`config.mk`:
```
export PLATFORM = sky130hd
export DESIGN_NAME = idm_post
export DESIGN_NICKNAME = d
export VERILOG_FILES = /design/src/design/int64_divide_modulo_defines.svh /design/src/design/idm_pkg.sv /design/src/design/idm_post.sv
export SDC_FILE = /design/constraint.sdc
export NUM_CORES = 1
export LEC_CHECK = 0
export BUFFER_PORTS_ARGS = -buffer_cell sky130_fd_sc_hd__buf_4
export CORE_ASPECT_RATIO = 1.2
export CORE_MARGIN = 5
export CORE_UTILIZATION = 48
export DETAILED_ROUTE_END_ITERATION = 6
export GPL_ROUTABILITY_DRIVEN = 0
export MAX_ROUTING_LAYER = met4
export PLACE_DENSITY = 0.79
export SYNTH_ARGS = -nofsm -noshare
export SYNTH_HDL_FRONTEND = slang
export SYNTH_SLANG_ARGS = --single-unit
```
`constraint.sdc`:
```
create_clock -name aclk -period 3.11 [get_ports aclk]
set_input_delay 0.622 -clock aclk [delete_from_list [all_inputs] [get_ports aclk]]
set_output_delay 0.622 -clock aclk [all_outputs]
set_load 0.1 [all_outputs]
```
`src/design/int64_divide_modulo_defines.svh`:
```
// Assertion macros shared by the divide/modulo RTL.
// No dependencies; included by files that carry assertions.
`ifndef INT64_DIVIDE_MODULO_DEFINES_SVH
`define INT64_DIVIDE_MODULO_DEFINES_SVH

// Same-cycle implication, disabled while reset is asserted
`define IDM_ASSERT_NOW(label, clk, rstn, ante, cons) \
    label: assert property (@(posedge clk) disable iff (!(rstn)) (ante) |-> (cons)) \
        else $error("idm: same-cycle check failed");

// Next-cycle implication, disabled while reset is asserted
`define IDM_ASSERT_NEXT(label, clk, rstn, ante, cons) \
    label: assert property (@(posedge clk) disable iff (!(rstn)) (ante) |=> (cons)) \
        else $error("idm: next-cycle check failed");

`endif

```
`src/design/idm_pkg.sv`:
```
// Package for the 64-bit divide/modulo pipeline: operation codes and
// the control word that travels beside the data. No dependencies.
package idm_pkg;

    // Operation codes on the operation field
    typedef enum logic [1:0] {
        OP_UDIV = 2'd0,
        OP_UREM = 2'd1,
        OP_SDIV = 2'd2,
        OP_SREM = 2'd3
    } idm_op_t;

    // Control word carried stage to stage
    typedef struct packed {
        logic    valid;
        idm_op_t op;
        logic    num_neg;
        logic    den_neg;
        logic    den_zero;
    } idm_ctrl_t;

endpackage

```
`src/design/idm_post.sv`:
```
// Final stage: picks quotient or remainder, restores the sign and
// forces zero on a zero divisor. Depends on idm_pkg.
module idm_post #(
    parameter int W = 64
) (
    input  logic                  aclk,
    input  logic                  aresetn,
    input  logic                  en,
    input  idm_pkg::idm_ctrl_t    ctrl_in,
    input  logic [W-1:0]          quo_in,
    input  logic [W-1:0]          rem_in,
    output logic                  valid_out,
    output logic [W-1:0]          result_out
);

    logic [W-1:0] res_next;
    logic [W-1:0] res_reg;
    logic         valid_reg;

    // Select and sign-correct
    always_comb begin
        case (ctrl_in.op)
            idm_pkg::OP_UDIV: res_next = quo_in;
            idm_pkg::OP_UREM: res_next = rem_in;
            idm_pkg::OP_SDIV: res_next = (ctrl_in.num_neg != ctrl_in.den_neg) ?
                                         (W'(0) - quo_in) : quo_in;
            idm_pkg::OP_SREM: res_next = ctrl_in.num_neg ? (W'(0) - rem_in) : rem_in;
            default:          res_next = quo_in;
        endcase
        if (ctrl_in.den_zero) begin
            res_next = '0;
        end
    end

    always_ff @(posedge aclk) begin
        if (!aresetn) begin
            valid_reg <= 1'b0;
        end else if (en) begin
            valid_reg <= ctrl_in.valid;
        end
    end

    always_ff @(posedge aclk) begin
        if (en) begin
            res_reg <= res_next;
        end
    end

    assign valid_out  = valid_reg;
    assign result_out = res_reg;

endmodule

```
==> reports/results.ini <==
[status]
status = finished, violations left
violations = design-rule violations

[sta]
fin_tns_setup_ns = 0
setup_ws_ns = 0.0446
min_period_ns = 3.07
fin_crit_sh_pct = 98.6
tightest_slew_ns = 0.895
skew_ns = 0
timing.fmax_ghz = 0.326
fin_worst_hold_slack_ns = 0.489
setup_violations = 0
relSlewSlack_pct = 40.4
drv_slew = 0
finalHoldViolCount = 0

[placement]
place_ws_ns = -0.373
port_buffers = 201
dpl_cell_area_um2 = 8810
hpwl_um = 19600
dp_cells = 1207

[cells_and_area]
nNetsFinal = 1189
drive_above_1_share_pct = 33.6
final_util_pct = 69.3
nFillCells = 1058
fin_cells = 1223
final_area_um2 = 9140
syn_to_final_growth_pct = 41.8
seq_area_um2 = 1940
diodes = 0
multiInputGateArea_um2 = 4310

[clock_network]
cts_buffers = 9
hold_buffers = 0
tritoncts = yes
cts_htree_levels = 3
insertion_delay_ns = 0.34
cts_root_buf = clkbuf_16
cts_buffer_depth = 2
clock_sinks = 65
clk_pin_slew_ns = 0.06

[detailed_routing]
vias_per_cell = 6.63
route.detailed.drc = 3
routed_wl_um = 26600
drtIter0Drc = 1050
vias = 8103
wl_per_cell_um = 21.7
ant_nets = 0
drtPass1Iterations = 7

[logic_synthesis]
yosysTopAreaCell = edfxtp_1
syn_area_um2 = 6440
synth_top_area_share_pct = 29.8
syn_area_per_cell_um2 = 8.16
synthArstFlopShare_pct = 0
synth_area_leaders = edfxtp_1 30%, xnor2_1 6.1%, nor2_1 4.3%, mux2i_1 3.9%, nor3_1 3.6%
synth-edff-count = 64
yosysWarningCount = 0
syn-num-nets = 929
post_synth_num_cell_types = 67
seq_area_frac_synth_pct = 30.1
ys.flop_type = edfxtp_1
syn_inst = 790
ys_seq_elements = 65

[power_and_ir_drop]
powerDensity_nw_per_um2 = 415
p_total_mw = 3.79
worst_ir_drop_vdd_mv = 0.304
power_leakage_nw = 3.55

[worst_setup_path]
worstPathArrival_ns = 3.25
crit_path_max_incr_delay_ns = 0.55
slowest_stage = or4_4
worstSetupPathType = in2reg
critPathCaptureType = register
crit_family = simple AND/OR/NAND/NOR gates
path_max_fanout = 3
cp-start-kind = input port
r2r_start = valid_out$_SDFFE_PN0P_
startpoint = rem_in[39]
rrSetupSlack_ns = 2.52
crit_chain = buf_4 > or4_4 > or3_4 > or4_4 > or4b_4 > a311o_1 > a211oi_2
worst_path_most_repeated_cell = or4_4
cp_data_required_time_ns = 3.30
critPathBufInv = 1

[grt]
grt_usage_pct = 33.3
grt_max_degree = 66
overflow = 0
antenna_found_initial = 0
grt_pass1_vias = 7633
grt_pass1_wl_um = 39900

[die]
ioPinCount = 202
start_util_pct = 48.9
dieHeight_um = 137
rows = 46
coreArea_um2 = 13200
dieArea_um2 = 15900
die_x_um = 116

[min_path]
hold_path_class = in2reg
worstHoldStart = aresetn

[job]
cap_violations = 0

## final timing paths
check                                                    end  depth (start not counted)
worst max-delay path            result_out[55]$_SDFFCE_PP0P_                          7
worst min-delay path                  valid_out$_SDFFE_PN0P_                          2
worst max register to register        valid_out$_SDFFE_PN0P_                          2
worst min register to register        valid_out$_SDFFE_PN0P_                          2
## cell usage after synthesis (9+ instances only)
cell type	n
o21ai_0	29
o41ai_1	11
a31oi_1	26
o31ai_1	27
edfxtp_1	64
a211oi_1	21
nand3_1	24
or2_2	9
a2111oi_0	9
xnor2_1	45
nand4_1	10
inv_1	17
nor2_1	73
o22ai_1	19
a21oi_1	31
xor2_1	25
nor4_1	26
clkbuf_1	50
or3_1	16
or4_1	18
nand2_1	57
mux2i_1	25
nor3_1	47
## power by group
part / switching (mW) / internal, mW / total, mW
sequential: 0.0284 / 1.07 / 1.10
combinational: 1.14 / 0.494 / 1.63
clock: 0.403 / 0.663 / 1.07
total: 1.57 / 2.23 / 3.79
## flip-flops by register name (all words and copies together), names as in the netlist
name	count
result_out	64
valid_out	1
## final cells by class
type | count | area share [%]
Clock buffer | 13 | 2.85
Clock inverter | 3 | 0.438
Inverter | 18 | 0.739
Multi-Input combinational cell | 650 | 47.2
Sequential cell | 65 | 21.2
Tap cell | 168 | 2.30
Timing Repair Buffer | 306 | 25.3
## kinds of logic after synthesis
kind of cell               count (synthesis)  synth area share (%)
DFF                                       65                  30.1
muxes                                     27                  4.23
and+or+nand+nor                          327                  26.9
adders and majority gates                  2                 0.388
buffers and inverters                     75                  4.37
AOI/OAI and AO/OA                        224                  24.4
xor gates and xnor gates                  70                  9.51
## what timing repair did
action	in CTS	in global routing
resized for setup	1	4
endpoints found under the setup margin	1	5
buffers inserted	0	0
pin swaps	0	1
## metal layers
metal  share of wire [%]  global-route usage [%]  vias to the layer above
li1                    -                       -                     3604
met1                  36                    40.0                     3731
met2                  47                    52.2                      623
met3                  12                    7.43                      145
met4                 5.1                    16.9                        0
met5                   0                       -                        -
## placed cells by master (no fill, tap or decap), types with 4 or more instances in the layout
cell       Yosys  layout
buf_4          0     305
nor2_1        73      72
edfxtp_1      64      64
nand2_1       57      57
nor3_1        47      46
xnor2_1       45      45
a21oi_1       31      31
o21ai_0       29      29
a31oi_1       26      26
o31ai_1       27      26
nor4_1        26      25
xor2_1        25      25
mux2i_1       25      25
nand3_1       24      24
a211oi_1      21      21
o22ai_1       19      19
inv_1         17      16
or3_1         16      16
or4_1         18      15
nand4_1       10      10
or2_2          9       9
o41ai_1       11       9
clkbuf_16      0       9
nand2b_1       8       8
a2111oi_0      9       8
and2_1         6       6
nor3b_1        6       6
or4_4          2       5
nand4b_1       5       5
o21a_1         5       5
o211ai_1       4       4
nand3b_1       4       4
a21o_1         4       4
a221o_1        4       4
Note: power is estimated with default switching activity, not from simulation.
