==> src/design/int64_divide_modulo_defines.svh <==
// Assertion macros shared by the divide/modulo RTL.
// No dependencies; included by files that carry assertions.
`ifndef INT64_DIVIDE_MODULO_DEFINES_SVH
`define INT64_DIVIDE_MODULO_DEFINES_SVH

// Same-cycle implication, disabled while reset is asserted
`define IDM_ASSERT_NOW(label, clk, rstn, ante, cons) \
    label: assert property (@(posedge clk) disable iff (!(rstn)) (ante) |-> (cons)) \
        else $error("idm: same-cycle check failed");

// Next-cycle implication, disabled while reset is asserted
`define IDM_ASSERT_NEXT(label, clk, rstn, ante, cons) \
    label: assert property (@(posedge clk) disable iff (!(rstn)) (ante) |=> (cons)) \
        else $error("idm: next-cycle check failed");

`endif

==> src/design/idm_pkg.sv <==
// Package for the 64-bit divide/modulo pipeline: operation codes and
// the control word that travels beside the data. No dependencies.
package idm_pkg;

    // Operation codes on the operation field
    typedef enum logic [1:0] {
        OP_UDIV = 2'd0,
        OP_UREM = 2'd1,
        OP_SDIV = 2'd2,
        OP_SREM = 2'd3
    } idm_op_t;

    // Control word carried stage to stage
    typedef struct packed {
        logic    valid;
        idm_op_t op;
        logic    num_neg;
        logic    den_neg;
        logic    den_zero;
    } idm_ctrl_t;

endpackage

==> src/design/idm_prep.sv <==
// Entry stage: masks the operands to the data width and takes absolute
// values for signed operations. Depends on idm_pkg.
module idm_prep #(
    parameter int W = 64
) (
    input  logic                  aclk,
    input  logic                  aresetn,
    input  logic                  en,
    input  logic                  in_valid,
    input  logic [63:0]           dividend,
    input  logic [63:0]           divisor,
    input  logic [1:0]            operation,
    output idm_pkg::idm_ctrl_t    ctrl_out,
    output logic [W-1:0]          num_out,
    output logic [W-1:0]          den_out
);

    logic [W-1:0]       num_raw;
    logic [W-1:0]       den_raw;
    logic               is_signed;
    idm_pkg::idm_ctrl_t ctrl_next;
    idm_pkg::idm_ctrl_t ctrl_reg;
    logic [W-1:0]       num_next;
    logic [W-1:0]       num_reg;
    logic [W-1:0]       den_next;
    logic [W-1:0]       den_reg;

    // Sign handling: negate negative operands of signed operations
    always_comb begin
        num_raw   = dividend[W-1:0];
        den_raw   = divisor[W-1:0];
        is_signed = (idm_pkg::idm_op_t'(operation) == idm_pkg::OP_SDIV) ||
                    (idm_pkg::idm_op_t'(operation) == idm_pkg::OP_SREM);
        ctrl_next.valid    = in_valid;
        ctrl_next.op       = idm_pkg::idm_op_t'(operation);
        ctrl_next.num_neg  = is_signed && num_raw[W-1];
        ctrl_next.den_neg  = is_signed && den_raw[W-1];
        ctrl_next.den_zero = (den_raw == '0);
        num_next = ctrl_next.num_neg ? (W'(0) - num_raw) : num_raw;
        den_next = ctrl_next.den_neg ? (W'(0) - den_raw) : den_raw;
    end

    // Control register
    always_ff @(posedge aclk) begin
        if (!aresetn) begin
            ctrl_reg <= '0;
        end else if (en) begin
            ctrl_reg <= ctrl_next;
        end
    end

    // Operand registers
    always_ff @(posedge aclk) begin
        if (en) begin
            num_reg <= num_next;
            den_reg <= den_next;
        end
    end

    assign ctrl_out = ctrl_reg;
    assign num_out  = num_reg;
    assign den_out  = den_reg;

endmodule

==> config.mk <==
export PLATFORM = sky130hd
export DESIGN_NAME = idm_prep
export DESIGN_NICKNAME = d
export VERILOG_FILES = /design/src/design/int64_divide_modulo_defines.svh /design/src/design/idm_pkg.sv /design/src/design/idm_prep.sv
export SDC_FILE = /design/constraint.sdc
export NUM_CORES = 1
export LEC_CHECK = 0
export BUFFER_PORTS_ARGS = -buffer_cell sky130_fd_sc_hd__buf_4
export CORE_AREA = 10 10 131 133
export CTS_CLUSTER_DIAMETER = 100
export DETAILED_ROUTE_END_ITERATION = 7
export DIE_AREA = 0 0 141 143
export GPL_ROUTABILITY_DRIVEN = 1
export HOLD_SLACK_MARGIN = 0.08
export PLACE_DENSITY = 0.8
export SYNTH_ARGS = -nofsm -noshare
export SYNTH_HDL_FRONTEND = slang
export SYNTH_SLANG_ARGS = --single-unit
==> constraint.sdc <==
create_clock -name aclk -period 3.82 [get_ports aclk]
set_clock_uncertainty 0.1 [all_clocks]
set_input_delay 1.146 -clock aclk [delete_from_list [all_inputs] [get_ports aclk]]
set_output_delay 1.146 -clock aclk [all_outputs]
set_load 0.01 [all_outputs]
==> run_results.csv <==
group,metric,value,unit
synthesis,seq_area_frac_synth,55.3,%
sta,finalSetupTns,0,ns
synthesis,yosysWarningCount,0,
power_and_ir_drop,ir_drop,258,uV
die,num_rows,44,
clock_tree,cts_setup_buffers,0,
sta,layout_setup_ws,0.701,ns
clock_tree,cts_tree,"yes",
synthesis,synth.area.mux_share,0.698,%
setup_path,path_max_fanout,6,
global_route,met3_usage,10.3,%
synthesis,synth_fa_ha_area_share,0.349,%
clock_tree,cts-root-buf,"clkbuf_16",
synthesis,ys.flop_type,"edfxtp_1",
power_and_ir_drop,leakagePower,4.08,nW
global_route,grt_pass1_vias,6349,
sta,relSlewSlack,48.1,%
global_route,grt_max_degree,58,
setup_path,critical_path_class,"in2reg",
synthesis,synthXorXnorAreaFrac,14.4,%
sta,max_slew.worst_pin.slew,0.772,ns
setup_path,required,3.88,ns
sta,final-hold-violation-count,0,
route,via_per_inst,5.69,
global_route,gr-usage-met1,24.7,%
route,vias,6330,
die,die_h,143,um
clock_tree,clk_path_buf_depth,2,
synthesis,syn_area,7170,um^2
synthesis,ys_types,49,
sta,finalSetupViolCount,0,
sta,post-route-period-util,81.6,%
layout,diodes,0,
sta,fmax,0.321,GHz
setup_path,worst_setup_path_end_kind,"flop",
layout,syn2layout_area_growth,41.0,%
place,portBuffers,267,
global_route,top_usage_layer,"met2",
synthesis,async_flop_share,0,%
clock_tree,clock_latency,0.42,ns
global_route,grt_first_pass_wirelength,35400,um
route,wl_per_cell,21.0,um
layout,finalNetCount,1052,
synthesis,synth_top_family_by_area,"simple AND/OR/NAND/NOR gates",
place,pre_cts_ws,0.327,ns
setup_path,arrival,3.18,ns
synthesis,ys_seq_elements,134,
clock_tree,cts.sinks,134,
place,place_hpwl,18000,um
synthesis,synth_edf_count,128,
synthesis,syn_avg_cell_area,11.3,um^2
synthesis,syn-num-nets,771,
place,gp_congestion,0.904,
run,drv_cap,0,
setup_path,startpoint_type,"input port",
run_status,status,"finished clean",
clock_tree,h-tree-depth,4,
synthesis,synth_compound_area_share,9.70,%
layout,drive_above_1_share,36.0,%
route,dr.pass1.iters,5,
sta,rsz0062_at_grt,"false",
die,ios,268,
clock_tree,cts.clk_slew.worst_paths,0.06,ns
synthesis,synthSimpleGateAreaFrac,17.4,%
sta,finalMaxSlewViolations,0,
route,drt_iter0_drc,627,
sta,period_minus_slack,3.12,ns
die,fp.coreArea,14400,um^2
clock_tree,cts_resized,0,
route,antenna_left,0,
die,fp.dieArea,20200,um^2
global_route,grtUsageMet2,37.6,%
die,die_w,141,um
route,drc_errors,0,
clock_tree,holdBufCountCts,0,
synthesis,syn_inst,635,
global_route,antenna_found_initial,0,
hold_path,hp-class,"reg2reg",
clock_tree,numCtsBuffers,17,
global_route,gr-total-overflow,0,
die,start_util,49.7,%
power_and_ir_drop,power_density,430,nW/um^2
global_route,grt_usage,22.3,%
route,wl,23400,um
-- placed cells by master, fill, tap and decap left out, drive strengths merged, types with 13 or more instances in the layout --
cell type / count
a21oi: 48
a31oi: 26
buf: 286
clkbuf: 20
edfxtp: 128
inv: 14
nand2: 20
nand3: 13
nor2: 61
nor3: 39
nor4: 34
o21ai: 13
xnor2: 35
xor2: 83
-- worst max-delay path, stage by stage --
cell     delay, ns
buf_4         0.11
or4_1         0.58
or3_1         0.46
nor4_2        0.53
a21oi_1       0.16
xor2_1        0.18
-- where the power goes --
| part | total, mW | internal [mW] | switching (mW) |
|---|---|---|---|
| sequential | 1.84 | 1.79 | 0.0477 |
| clock | 1.75 | 1.11 | 0.637 |
| combinational | 0.758 | 0.370 | 0.388 |
-- cell usage after synthesis (2+ instances only) --
cell      count  area [um^2]
edfxtp_1    128         3840
xor2_1       83          727
nor2_1       61          229
a21oi_1      48          240
nor3_1       38          190
xnor2_1      35          307
nor4_1       27          169
a31oi_1      26          163
nand2_1      20         75.1
clkbuf_1     19         71.3
inv_1        13         48.8
nand3_1      13         65.1
nand4_1      11         68.8
o21ai_0      11         55.1
or4_1         9         67.6
o31ai_1       8         60.1
or3_1         7         43.8
dfxtp_1       6          120
nor4_2        6         75.1
mux2i_1       5         50.1
nand2b_1      5         31.3
nor2b_1       5         31.3
a211o_1       4         35.0
a41oi_1       4         35.0
a21boi_1      3         22.5
and2_1        3         18.8
and3_1        3         18.8
nand4b_1      3         26.3
nor3b_1       3         22.5
a211oi_1      2         15.0
buf_2         2         10.0
ha_1          2         25.0
nor4b_1       2         17.5
o21ai_2       2         17.5
o41ai_1       2         17.5
or2_2         2         12.5
or4_4         2         22.5
-- final timing paths --
kind                             startpoint          end  slack, ns  cells after the start
worst min register to register  ctrl_out[0]  ctrl_out[0]       0.41                      2
worst min-delay path            ctrl_out[0]  ctrl_out[0]       0.41                      2
worst max register to register  ctrl_out[0]  ctrl_out[0]       3.09                      2
worst max-delay path            divisor[38]  den_out[50]       0.70                      6
-- per-stage QoR --
step | util, % | instance area, um^2 | total power [mW] | hold slack, ns | instances
6_report | 70.1 | 10100 | 4.34 | 0.415 | 1113
5_1_grt | 70.1 | 10100 | 4.49 | 0.440 | 1113
4_1_cts | 70.1 | 10100 | 4.37 | 0.418 | 1113
3_5_place_dp | 65.8 | 9490 | 2.63 | 0.403 | 1081
3_3_place_gp | 65.8 | 9490 | 2.61 | 0.398 | 1081
2_1_floorplan | - | 7170 | 2.14 | 0.389 | 635
-- flip-flops by register name, summed over array words and instances, names as in the netlist --
name      flops
den_out      64
num_out      64
ctrl_out      6
-- metal layers --
layer / vias up / wire length, um
met2: 389 / 11300
li1: 2963 / -
met5: - / 0
met1: 2950 / 8690
met3: 28 / 3040
met4: 0 / 332
-- final cells by class --
class | count | area [um^2]
clock buffers | 20 | 447
clock inverters | 12 | 176
fillers | 1052 | 4310
inverters | 13 | 48.8
multi-input cells | 464 | 3060
flip-flops and latches | 134 | 3960
well taps | 184 | 230
repair buffers | 286 | 2180
-- kinds of logic (layout without fill, tap and decap cells) --
logic type               count (synthesis)  in the layout
flip-flops                             134            134
adder cells (fa/ha/maj)                  2              2
buffers and inverters                   37            331
multiplexers                             5              5
AO/OA/AOI/OAI                          113            113
XOR/XNOR                               118            118
AND/OR/NAND/NOR                        226            226
Note: power is estimated with default switching activity, not from simulation.
