### src/design/int64_divide_modulo_defines.svh
// Assertion macros shared by the divide/modulo RTL.
// No dependencies; included by files that carry assertions.
`ifndef INT64_DIVIDE_MODULO_DEFINES_SVH
`define INT64_DIVIDE_MODULO_DEFINES_SVH

// Same-cycle implication, disabled while reset is asserted
`define IDM_ASSERT_NOW(label, clk, rstn, ante, cons) \
    label: assert property (@(posedge clk) disable iff (!(rstn)) (ante) |-> (cons)) \
        else $error("idm: same-cycle check failed");

// Next-cycle implication, disabled while reset is asserted
`define IDM_ASSERT_NEXT(label, clk, rstn, ante, cons) \
    label: assert property (@(posedge clk) disable iff (!(rstn)) (ante) |=> (cons)) \
        else $error("idm: next-cycle check failed");

`endif

### src/design/idm_pkg.sv
// Package for the 64-bit divide/modulo pipeline: operation codes and
// the control word that travels beside the data. No dependencies.
package idm_pkg;

    // Operation codes on the operation field
    typedef enum logic [1:0] {
        OP_UDIV = 2'd0,
        OP_UREM = 2'd1,
        OP_SDIV = 2'd2,
        OP_SREM = 2'd3
    } idm_op_t;

    // Control word carried stage to stage
    typedef struct packed {
        logic    valid;
        idm_op_t op;
        logic    num_neg;
        logic    den_neg;
        logic    den_zero;
    } idm_ctrl_t;

endpackage

### src/design/idm_step.sv
// One restoring divide step: shifts in the next dividend bit, trial
// subtracts the divisor and keeps one quotient bit. Depends on idm_pkg.
module idm_step #(
    parameter int W = 64
) (
    input  logic                  aclk,
    input  logic                  aresetn,
    input  logic                  en,
    input  idm_pkg::idm_ctrl_t    ctrl_in,
    input  logic [W-1:0]          rem_in,
    input  logic [W-1:0]          nq_in,
    input  logic [W-1:0]          den_in,
    output idm_pkg::idm_ctrl_t    ctrl_out,
    output logic [W-1:0]          rem_out,
    output logic [W-1:0]          nq_out,
    output logic [W-1:0]          den_out
);

    logic [W:0]         trial;
    logic [W:0]         diff;
    logic               qbit;
    logic [W-1:0]       rem_next;
    logic [W-1:0]       nq_next;
    idm_pkg::idm_ctrl_t ctrl_reg;
    logic [W-1:0]       rem_reg;
    logic [W-1:0]       nq_reg;
    logic [W-1:0]       den_reg;

    // Trial subtract; top bit of the difference is the borrow
    // nq holds unused dividend bits at the top, quotient bits at the bottom
    always_comb begin
        trial    = {rem_in, nq_in[W-1]};
        diff     = trial - {1'b0, den_in};
        qbit     = !diff[W];
        rem_next = qbit ? diff[W-1:0] : trial[W-1:0];
        nq_next  = {nq_in[W-2:0], qbit};
    end

    // Control register
    always_ff @(posedge aclk) begin
        if (!aresetn) begin
            ctrl_reg <= '0;
        end else if (en) begin
            ctrl_reg <= ctrl_in;
        end
    end

    // Data registers
    always_ff @(posedge aclk) begin
        if (en) begin
            rem_reg <= rem_next;
            nq_reg  <= nq_next;
            den_reg <= den_in;
        end
    end

    assign ctrl_out = ctrl_reg;
    assign rem_out  = rem_reg;
    assign nq_out   = nq_reg;
    assign den_out  = den_reg;

endmodule

### config.mk
export PLATFORM = sky130hd
export DESIGN_NAME = idm_step
export DESIGN_NICKNAME = d
export VERILOG_FILES = /design/src/design/int64_divide_modulo_defines.svh /design/src/design/idm_pkg.sv /design/src/design/idm_step.sv
export SDC_FILE = /design/constraint.sdc
export NUM_CORES = 1
export LEC_CHECK = 0
export ABC_AREA = 1
export BUFFER_PORTS_ARGS = -buffer_cell sky130_fd_sc_hd__buf_2
export CAP_MARGIN = 10
export CELL_PAD_IN_SITES_DETAIL_PLACEMENT = 0
export CELL_PAD_IN_SITES_GLOBAL_PLACEMENT = 2
export CORE_UTILIZATION = 31
export DETAILED_ROUTE_END_ITERATION = 7
export PLACE_DENSITY = 0.87
export SLEW_MARGIN = 10
export SYNTH_ARGS = -nofsm -noshare
export SYNTH_HDL_FRONTEND = slang
export SYNTH_SLANG_ARGS = --single-unit
### constraint.sdc
create_clock -name aclk -period 5.36 [get_ports aclk]
set_input_delay 0.536 -clock aclk [delete_from_list [all_inputs] [get_ports aclk]]
set_output_delay 0.536 -clock aclk [all_outputs]
set_load 0.02 [all_outputs]
==> flow_metrics.py, run 1 <==
metrics = {
    "synthesis": {
        "synth_compound_area_frac": 0.0285,
        "synth_top_area_cell": "edfxtp_1",
        "synth.area.mux_share": 0,
        "synth-edff-count": 192,
        "synthAdderAreaFrac": 0.0622,
        "synth_top_cell_area_share": 0.437,
        "synth-simple-area-share": 0.320,
        "synth_ff_type": "edfxtp_1",
        "synth.avg_cell_area_um2": 7.24,
        "synthXorXnorAreaFrac": 0.0206,
        "synth.net_count": 2087,
        "synth_area_um2": 13200,
        "synthCells": 1821,
        "seq_area_frac_synth": 0.446,
        "synth-warning-count": 0,
        "yosys-top-cells-area": "edfxtp_1, nand2_1, inv_1",
        "synth_top_family_by_area": "simple AND/OR/NAND/NOR gates",
        "synth_cell_types": 32,
        "async_flop_share": 0,
        "synth-seq-cells": 198,
    },
    "drt": {
        "detail_route.first_pass.iterations": 5,
        "wirelength_mm": 48.2,
        "wl_per_cell_um": 17.3,
        "drt_iter0_drc": 752,
        "via_per_inst": 4.46,
        "drcViolationCount": 0,
        "ant_nets": 0,
        "via_count": 12400,
    },
    "worst_setup_path": {
        "crit_type": "input pin to flip-flop",
        "critPathMaxFanout": 32,
        "required_ns": 5.71,
        "arrival_ns": 3.73,
        "rr_worst_depth": 2,
        "end_kind": "flip-flop",
        "critPathLaunchType": "input pin",
    },
    "timing": {
        "fmax_ghz": 0.296,
        "tightest_slew_ns": 0.825,
        "setup_violations": 0,
        "period_needed_ns": 3.38,
        "fin_ws_ns": 1.98,
        "rsz0062_at_grt": "false",
        "post-route-period-util": 0.630,
        "final_hold_viol_count": 0,
        "max_slew_margin": 0.450,
        "drv_slew": 0,
        "fin_worst_skew_ns": 0,
        "fin_setup_tns_ns": 0,
    },
    "clock_tree": {
        "worst_skew_pair.late_latency_ns": 0.48,
        "cts_buffer_depth": 2,
        "cts.repair.resized": 0,
        "cts_setup_buffers": 0,
        "cts_htree_levels": 4,
        "hold_buffers": 0,
        "cts_root_buf": "clkbuf_16",
        "cts_buffers": 17,
        "clk_pin_slew_ns": 0.08,
        "clock-sinks": 198,
        "cts_tree": "done",
    },
    "global_route": {
        "grt_pass1_wl_mm": 71.9,
        "antenna_found_initial": 4,
        "grt_max_degree": 90,
        "grt_overflow": 0,
        "grt_pass1_vias": 12100,
        "grt_usage": 0.224,
    },
    "power": {
        "leakage_nw": 9.14,
        "power.density_nw_per_um2": 283,
        "ir_drop_mv": 0.211,
    },
    "floorplanning": {
        "die_h_um": 208,
        "core_um2": 41900,
        "die_w_um": 208,
        "io_pins": 399,
        "start_util": 0.314,
        "dieArea_um2": 43400,
        "rows": 75,
    },
    "finish": {
        "syn2layout_area_growth_pct": 24.0,
        "register_area_um2": 5890,
        "multi_input_area_um2": 5690,
        "fillCellCount": 4515,
        "final_layout_size_suffix_gt1_frac": 0.213,
        "final_nets": 2495,
    },
    "hold_path": {
        "worstHoldPathType": "input pin to flip-flop",
        "holdPathStages": 1,
    },
    "placed_design": {
        "port_buffers": 398,
        "dpl_worst_slack_ns": 1.42,
        "routabilityCongestion": 0.885,
        "dp_hpwl_mm": 40.7,
    },
    "run_status": {
        "status": "completed",
    },
    "flow_run": {
        "max-cap-violations": 0,
    },
}
[final timing paths]
check                                  from          end  slack [ns]
worst max-delay path              nq_in[63]  rem_out[20]        1.98
worst min-delay path              nq_in[41]   nq_out[42]        0.22
worst max register to register  ctrl_out[1]  ctrl_out[1]        4.73
worst min register to register  ctrl_out[4]  ctrl_out[4]        0.50
[sequential cells by signal, summed over array words and instances (netlist names)]
name	count
rem_out	64
den_out	64
nq_out	64
ctrl_out	6
[cell usage in the layout (no fill, tap or decap), types with 2 or more instances in the layout]
master,n
nand4_1,17
dfxtp_1,6
a21oi_1,53
nor2_2,7
nor3_1,12
xor2_1,30
nand2_1,788
inv_2,4
ha_1,64
o21bai_1,8
nand2_2,29
clkinv_4,2
buf_4,4
inv_12,2
inv_8,5
clkbuf_16,17
nor4_1,3
edfxtp_1,192
and3_1,2
nand3_1,70
buf_2,397
inv_1,389
inv_6,5
o21ai_0,10
nor2_1,115
[cells by family (layout without fill, tap and decap cells)]
| family | after synthesis | in the layout |
|---|---|---|
| simple gates | 1049 | 1049 |
| buf+inv | 407 | 828 |
| flops | 198 | 198 |
| compound gates | 71 | 71 |
| fa+ha+maj | 65 | 65 |
| xor+xnor | 31 | 31 |
| other cells | 0 | 1 |
[power breakdown]
group | leakage [nW] | total (mW) | internal, mW | switching (mW)
Clock | 0.292 | 1.33 | 0.634 | 0.695
Combinational | 6.92 | 1.36 | 0.417 | 0.941
Sequential | 1.92 | 1.93 | 1.89 | 0.0458
[synthesized netlist by cell type, drive strengths merged, types with 2 or more instances]
master and n:
nand2 818, inv 393, edfxtp 192, nor2 123, nand3 70, ha 64, a21oi 53, xor2 30
nand4 17, buf 13, nor3 12, o21ai 10, o21bai 8, dfxtp 6, nor4 4, and3 2
or2 2
[layout make-up]
| type | count | area share |
|---|---|---|
| flip-flops and latches | 198 | 0.360 |
| diodes | 1 | 0.000153 |
| inverters | 394 | 0.0905 |
| well taps | 539 | 0.0412 |
| clock inverters | 15 | 0.0102 |
| clock buffers | 17 | 0.0260 |
| multi-input cells | 1216 | 0.348 |
| repair buffers | 402 | 0.124 |
[stage by stage]
| stage | cells | cell area [um^2] | utilization | power, mW | hold slack, ns |
|---|---|---|---|---|---|
| after global routing | 2782 | 16300 | 0.390 | 4.87 | 0.182 |
| after CTS | 2781 | 16300 | 0.390 | 4.70 | 0.166 |
| after floorplan | 1821 | 13200 | - | 2.81 | 0.590 |
| after detailed placement | 2749 | 15800 | 0.376 | 3.34 | 0.483 |
| final | 2782 | 16300 | 0.390 | 4.62 | 0.219 |
| after global placement | 2749 | 15800 | 0.376 | 3.34 | 0.480 |
[metal layers]
layer  GRT usage  wire, um
met1       0.295     22400
met2       0.369     22200
met3      0.0415      2420
met4      0.0723      1120
met5           0        13
[worst max-delay path: stages]
cell,delay [ns]
buf_2,0.09
inv_1,0.04
ha_1,0.23
fa_1,0.44
inv_1,0.10
nand2_1,0.05
nand2_1,0.05
nand3_1,0.09
nand2_2,0.14
nand2_1,0.08
nand2_2,0.12
nand2_1,0.08
nand2_2,0.16
nand2_2,0.09
nand2_2,0.09
nand2_2,0.05
nand2_2,0.58
buf_4,0.47
nand2_1,0.11
nand2_1,0.09
Note: power is estimated with default switching activity, not from simulation.
==> run 2: changes to the inputs <==
- ABC_AREA: 1 -> 0
- PLACE_DENSITY: 0.87 -> 0.8
- clock period: 5.36 -> 3.49 ns (I/O delays scaled with it)
==> run 2 against run 1 <==
Via count fell by 25%; synthesized cell count fell by 49%; cell count is 30% lower; largest cell class unchanged; sequential share of layout area up 2.1 points; clock skew unchanged; synthesized area shrank 17%; die area down 17%; total power up 55%; utilization increased by 5.6 points; combinational power increased by 65%; first-iteration DRC count shrank 37%.
==> flow_metrics.py, run 2 <==
metrics = {
    "run_status": {
        "status": "completed",
    },
    "timing": {
        "max_slew_margin": 0.395,
        "final_hold_viol_count": 0,
        "fmax_ghz": 0.296,
        "fin_worst_skew_ns": 0,
        "tightest_slew_ns": 0.896,
        "setup_violations": 0,
        "fin_ws_ns": 0.110,
        "drv_slew": 0,
        "rsz0062_at_grt": "true",
        "period_needed_ns": 3.38,
        "holdWs_ns": 0.0664,
        "post-route-period-util": 0.968,
    },
    "clock_tree": {
        "clk_pin_slew_ns": 0.08,
        "cts_buffer_depth": 2,
        "cts_tree": "done",
        "hold_buffers": 0,
        "cts_root_buf": "clkbuf_16",
        "cts_buffers": 17,
        "worst_skew_pair.late_latency_ns": 0.44,
        "cts_htree_levels": 4,
        "clock-sinks": 198,
    },
    "drt": {
        "drcViolationCount": 0,
        "wl_per_cell_um": 18.2,
        "detail_route.first_pass.iterations": 4,
        "via_count": 9259,
        "wirelength_mm": 35.5,
        "via_per_inst": 4.75,
        "ant_nets": 0,
        "drt_iter0_drc": 474,
    },
    "hold_path": {
        "worstHoldPathType": "input pin to flip-flop",
        "holdPathStages": 1,
        "worstHoldStart": "nq_in[53]",
        "min_to": "nq_out[54]",
    },
    "flow_run": {
        "max-cap-violations": 0,
    },
    "worst_setup_path": {
        "r2r-start": "ctrl_out[0]",
        "rr_worst_depth": 2,
        "critPathLaunchType": "input pin",
        "crit_type": "input pin to flip-flop",
        "r2r_slack_ns": 2.89,
        "reg2reg_to": "ctrl_out[0]",
        "arrival_ns": 3.58,
        "required_ns": 3.69,
        "end_kind": "flip-flop",
        "critPathMaxFanout": 6,
    },
    "synthesis": {
        "yosys-top-cells-area": "edfxtp_1, ha_1, mux2_1",
        "synth_top_area_cell": "edfxtp_1",
        "synth_area_um2": 10900,
        "synth_top_cell_area_share": 0.528,
        "synth-seq-cells": 198,
        "synthTopCellsByCount": "edfxtp_1, inv_1, a21oi_1",
        "synth.avg_cell_area_um2": 11.7,
        "synth-warning-count": 0,
        "synth-edff-count": 192,
        "yosys.cell_count.top_type": "edfxtp_1",
        "synth_ff_type": "edfxtp_1",
        "synthCells": 932,
        "synth_cell_types": 64,
        "seq_area_frac_synth": 0.539,
        "async_flop_share": 0,
        "synth.net_count": 1198,
    },
    "finish": {
        "syn2layout_area_growth_pct": 41.3,
        "final_layout_size_suffix_gt1_frac": 0.435,
        "final_common_cell": "buf_2",
        "final_cell_mix": "buf_2, edfxtp_1, buf_4",
        "final_nets": 1746,
        "stdcell_count": 1950,
        "design_area_um2": 15400,
        "fillCellCount": 3398,
    },
    "placed_design": {
        "dp_hpwl_mm": 27.6,
        "port_buffers": 398,
        "routabilityCongestion": 0.816,
        "dp.cells": 1902,
        "place_area_um2": 14500,
        "dpl_worst_slack_ns": -0.557,
    },
    "global_route": {
        "grt_usage": 0.194,
        "grt_max_degree": 94,
        "antenna_found_initial": 3,
        "grt_overflow": 0,
        "grt_pass1_vias": 9200,
        "grt_pass1_wl_mm": 52.7,
    },
    "floorplanning": {
        "die_h_um": 190,
        "start_util": 0.315,
        "dieArea_um2": 36000,
        "core_um2": 34600,
        "die_w_um": 190,
        "rows": 68,
        "io_pins": 399,
    },
    "power": {
        "ir_drop_mv": 0.335,
        "leakage_nw": 7.13,
        "power.density_nw_per_um2": 463,
    },
}
[run 2: changes by cell type after synthesis, sizes merged, moves of 9 or more]
cell,delta
nand2,-757
a21oi,+27
a211oi,+12
a31oi,+9
a21o,+30
clkbuf,+16
xnor2,+31
mux2,+62
nor2,-82
nand3,-55
inv,-306
mux2i,+9
o21ai,+31
nor2b,+12
[run 2: critical path: stages]
cell and delay, ns:
buf_8 0.07, inv_4 0.03, ha_4 0.16, fa_2 0.37, and2b_1 0.23, o211ai_1 0.12
a31o_1 0.28, o21ai_2 0.16, a41oi_2 0.16, a211oi_2 0.29, nor2_1 0.11, o2111a_1 0.29
a211oi_4 0.23, buf_8 0.21, clkbuf_16 0.19, mux2_4 0.31
[run 2: worst max-delay path by stage]
stage	slack, ns	endpoint	cells past startpoint	startpoint
2_1_floorplan	0.003	rem_out[56]	15	nq_in[63]
3_3_place_gp	-0.49	rem_out[13]	15	nq_in[63]
3_5_place_dp	-0.56	rem_out[13]	15	nq_in[63]
4_1_cts	0.007	rem_out[54]	17	nq_in[63]
5_1_grt	-0.02	rem_out[22]	16	nq_in[63]
6_report	0.11	rem_out[22]	16	nq_in[63]
[run 2: power breakdown]
part,leakage (nW),internal (mW),switching [mW],total [mW]
Combinational,4.93,1.01,1.25,2.25
Clock,0.263,0.934,0.981,1.91
Sequential,1.93,2.92,0.0618,2.98
Total,7.13,4.86,2.29,7.14
[run 2: timing repair]
item                                    in CTS  in global routing
pin swaps                                    7                 10
gates resized for setup                     11                 47
endpoints found under the setup margin      62                 64
setup buffers                                7                  3
cloned                                       3                  3
[run 2: logic make-up (layout without fill, tap and decap cells)]
group | Yosys count | count (layout) | share of synthesized area
compound gates | 230 | 230 | 0.136
xor+xnor | 60 | 60 | 0.0481
fa+ha+maj | 65 | 65 | 0.0752
buf+inv | 121 | 682 | 0.0468
flops | 198 | 198 | 0.539
mux | 71 | 71 | 0.0725
other cells | 0 | 2 | 0
simple gates | 187 | 187 | 0.0819
[run 2: metal layers]
layer | GRT usage | share of wire | vias to the layer above
met1 | 0.244 | 0.44 | 4370
met5 | 0 | 0.00037 | -
met4 | 0.0543 | 0.016 | 2
li1 | - | - | 4549
met3 | 0.0433 | 0.061 | 27
met2 | 0.332 | 0.49 | 311
[run 2: area by class of cell]
type,instances,area (um^2),area share
multi-input cells,613,4690,0.304
repair buffers,563,3400,0.221
diodes,2,5.00,0.000324
inverters,87,329,0.0213
well taps,455,569,0.0369
clock buffers,18,429,0.0278
clock inverters,14,119,0.00770
flip-flops and latches,198,5890,0.381
[run 2: metrics by stage]
step / TNS, ns / util / total power [mW]
after floorplan: 0 / - / 4.20
after global placement: -29.79 / 0.418 / 5.08
after detailed placement: -34.02 / 0.418 / 5.10
after CTS: 0 / 0.439 / 7.11
after global routing: -0.446 / 0.446 / 7.50
final: 0 / 0.446 / 7.14
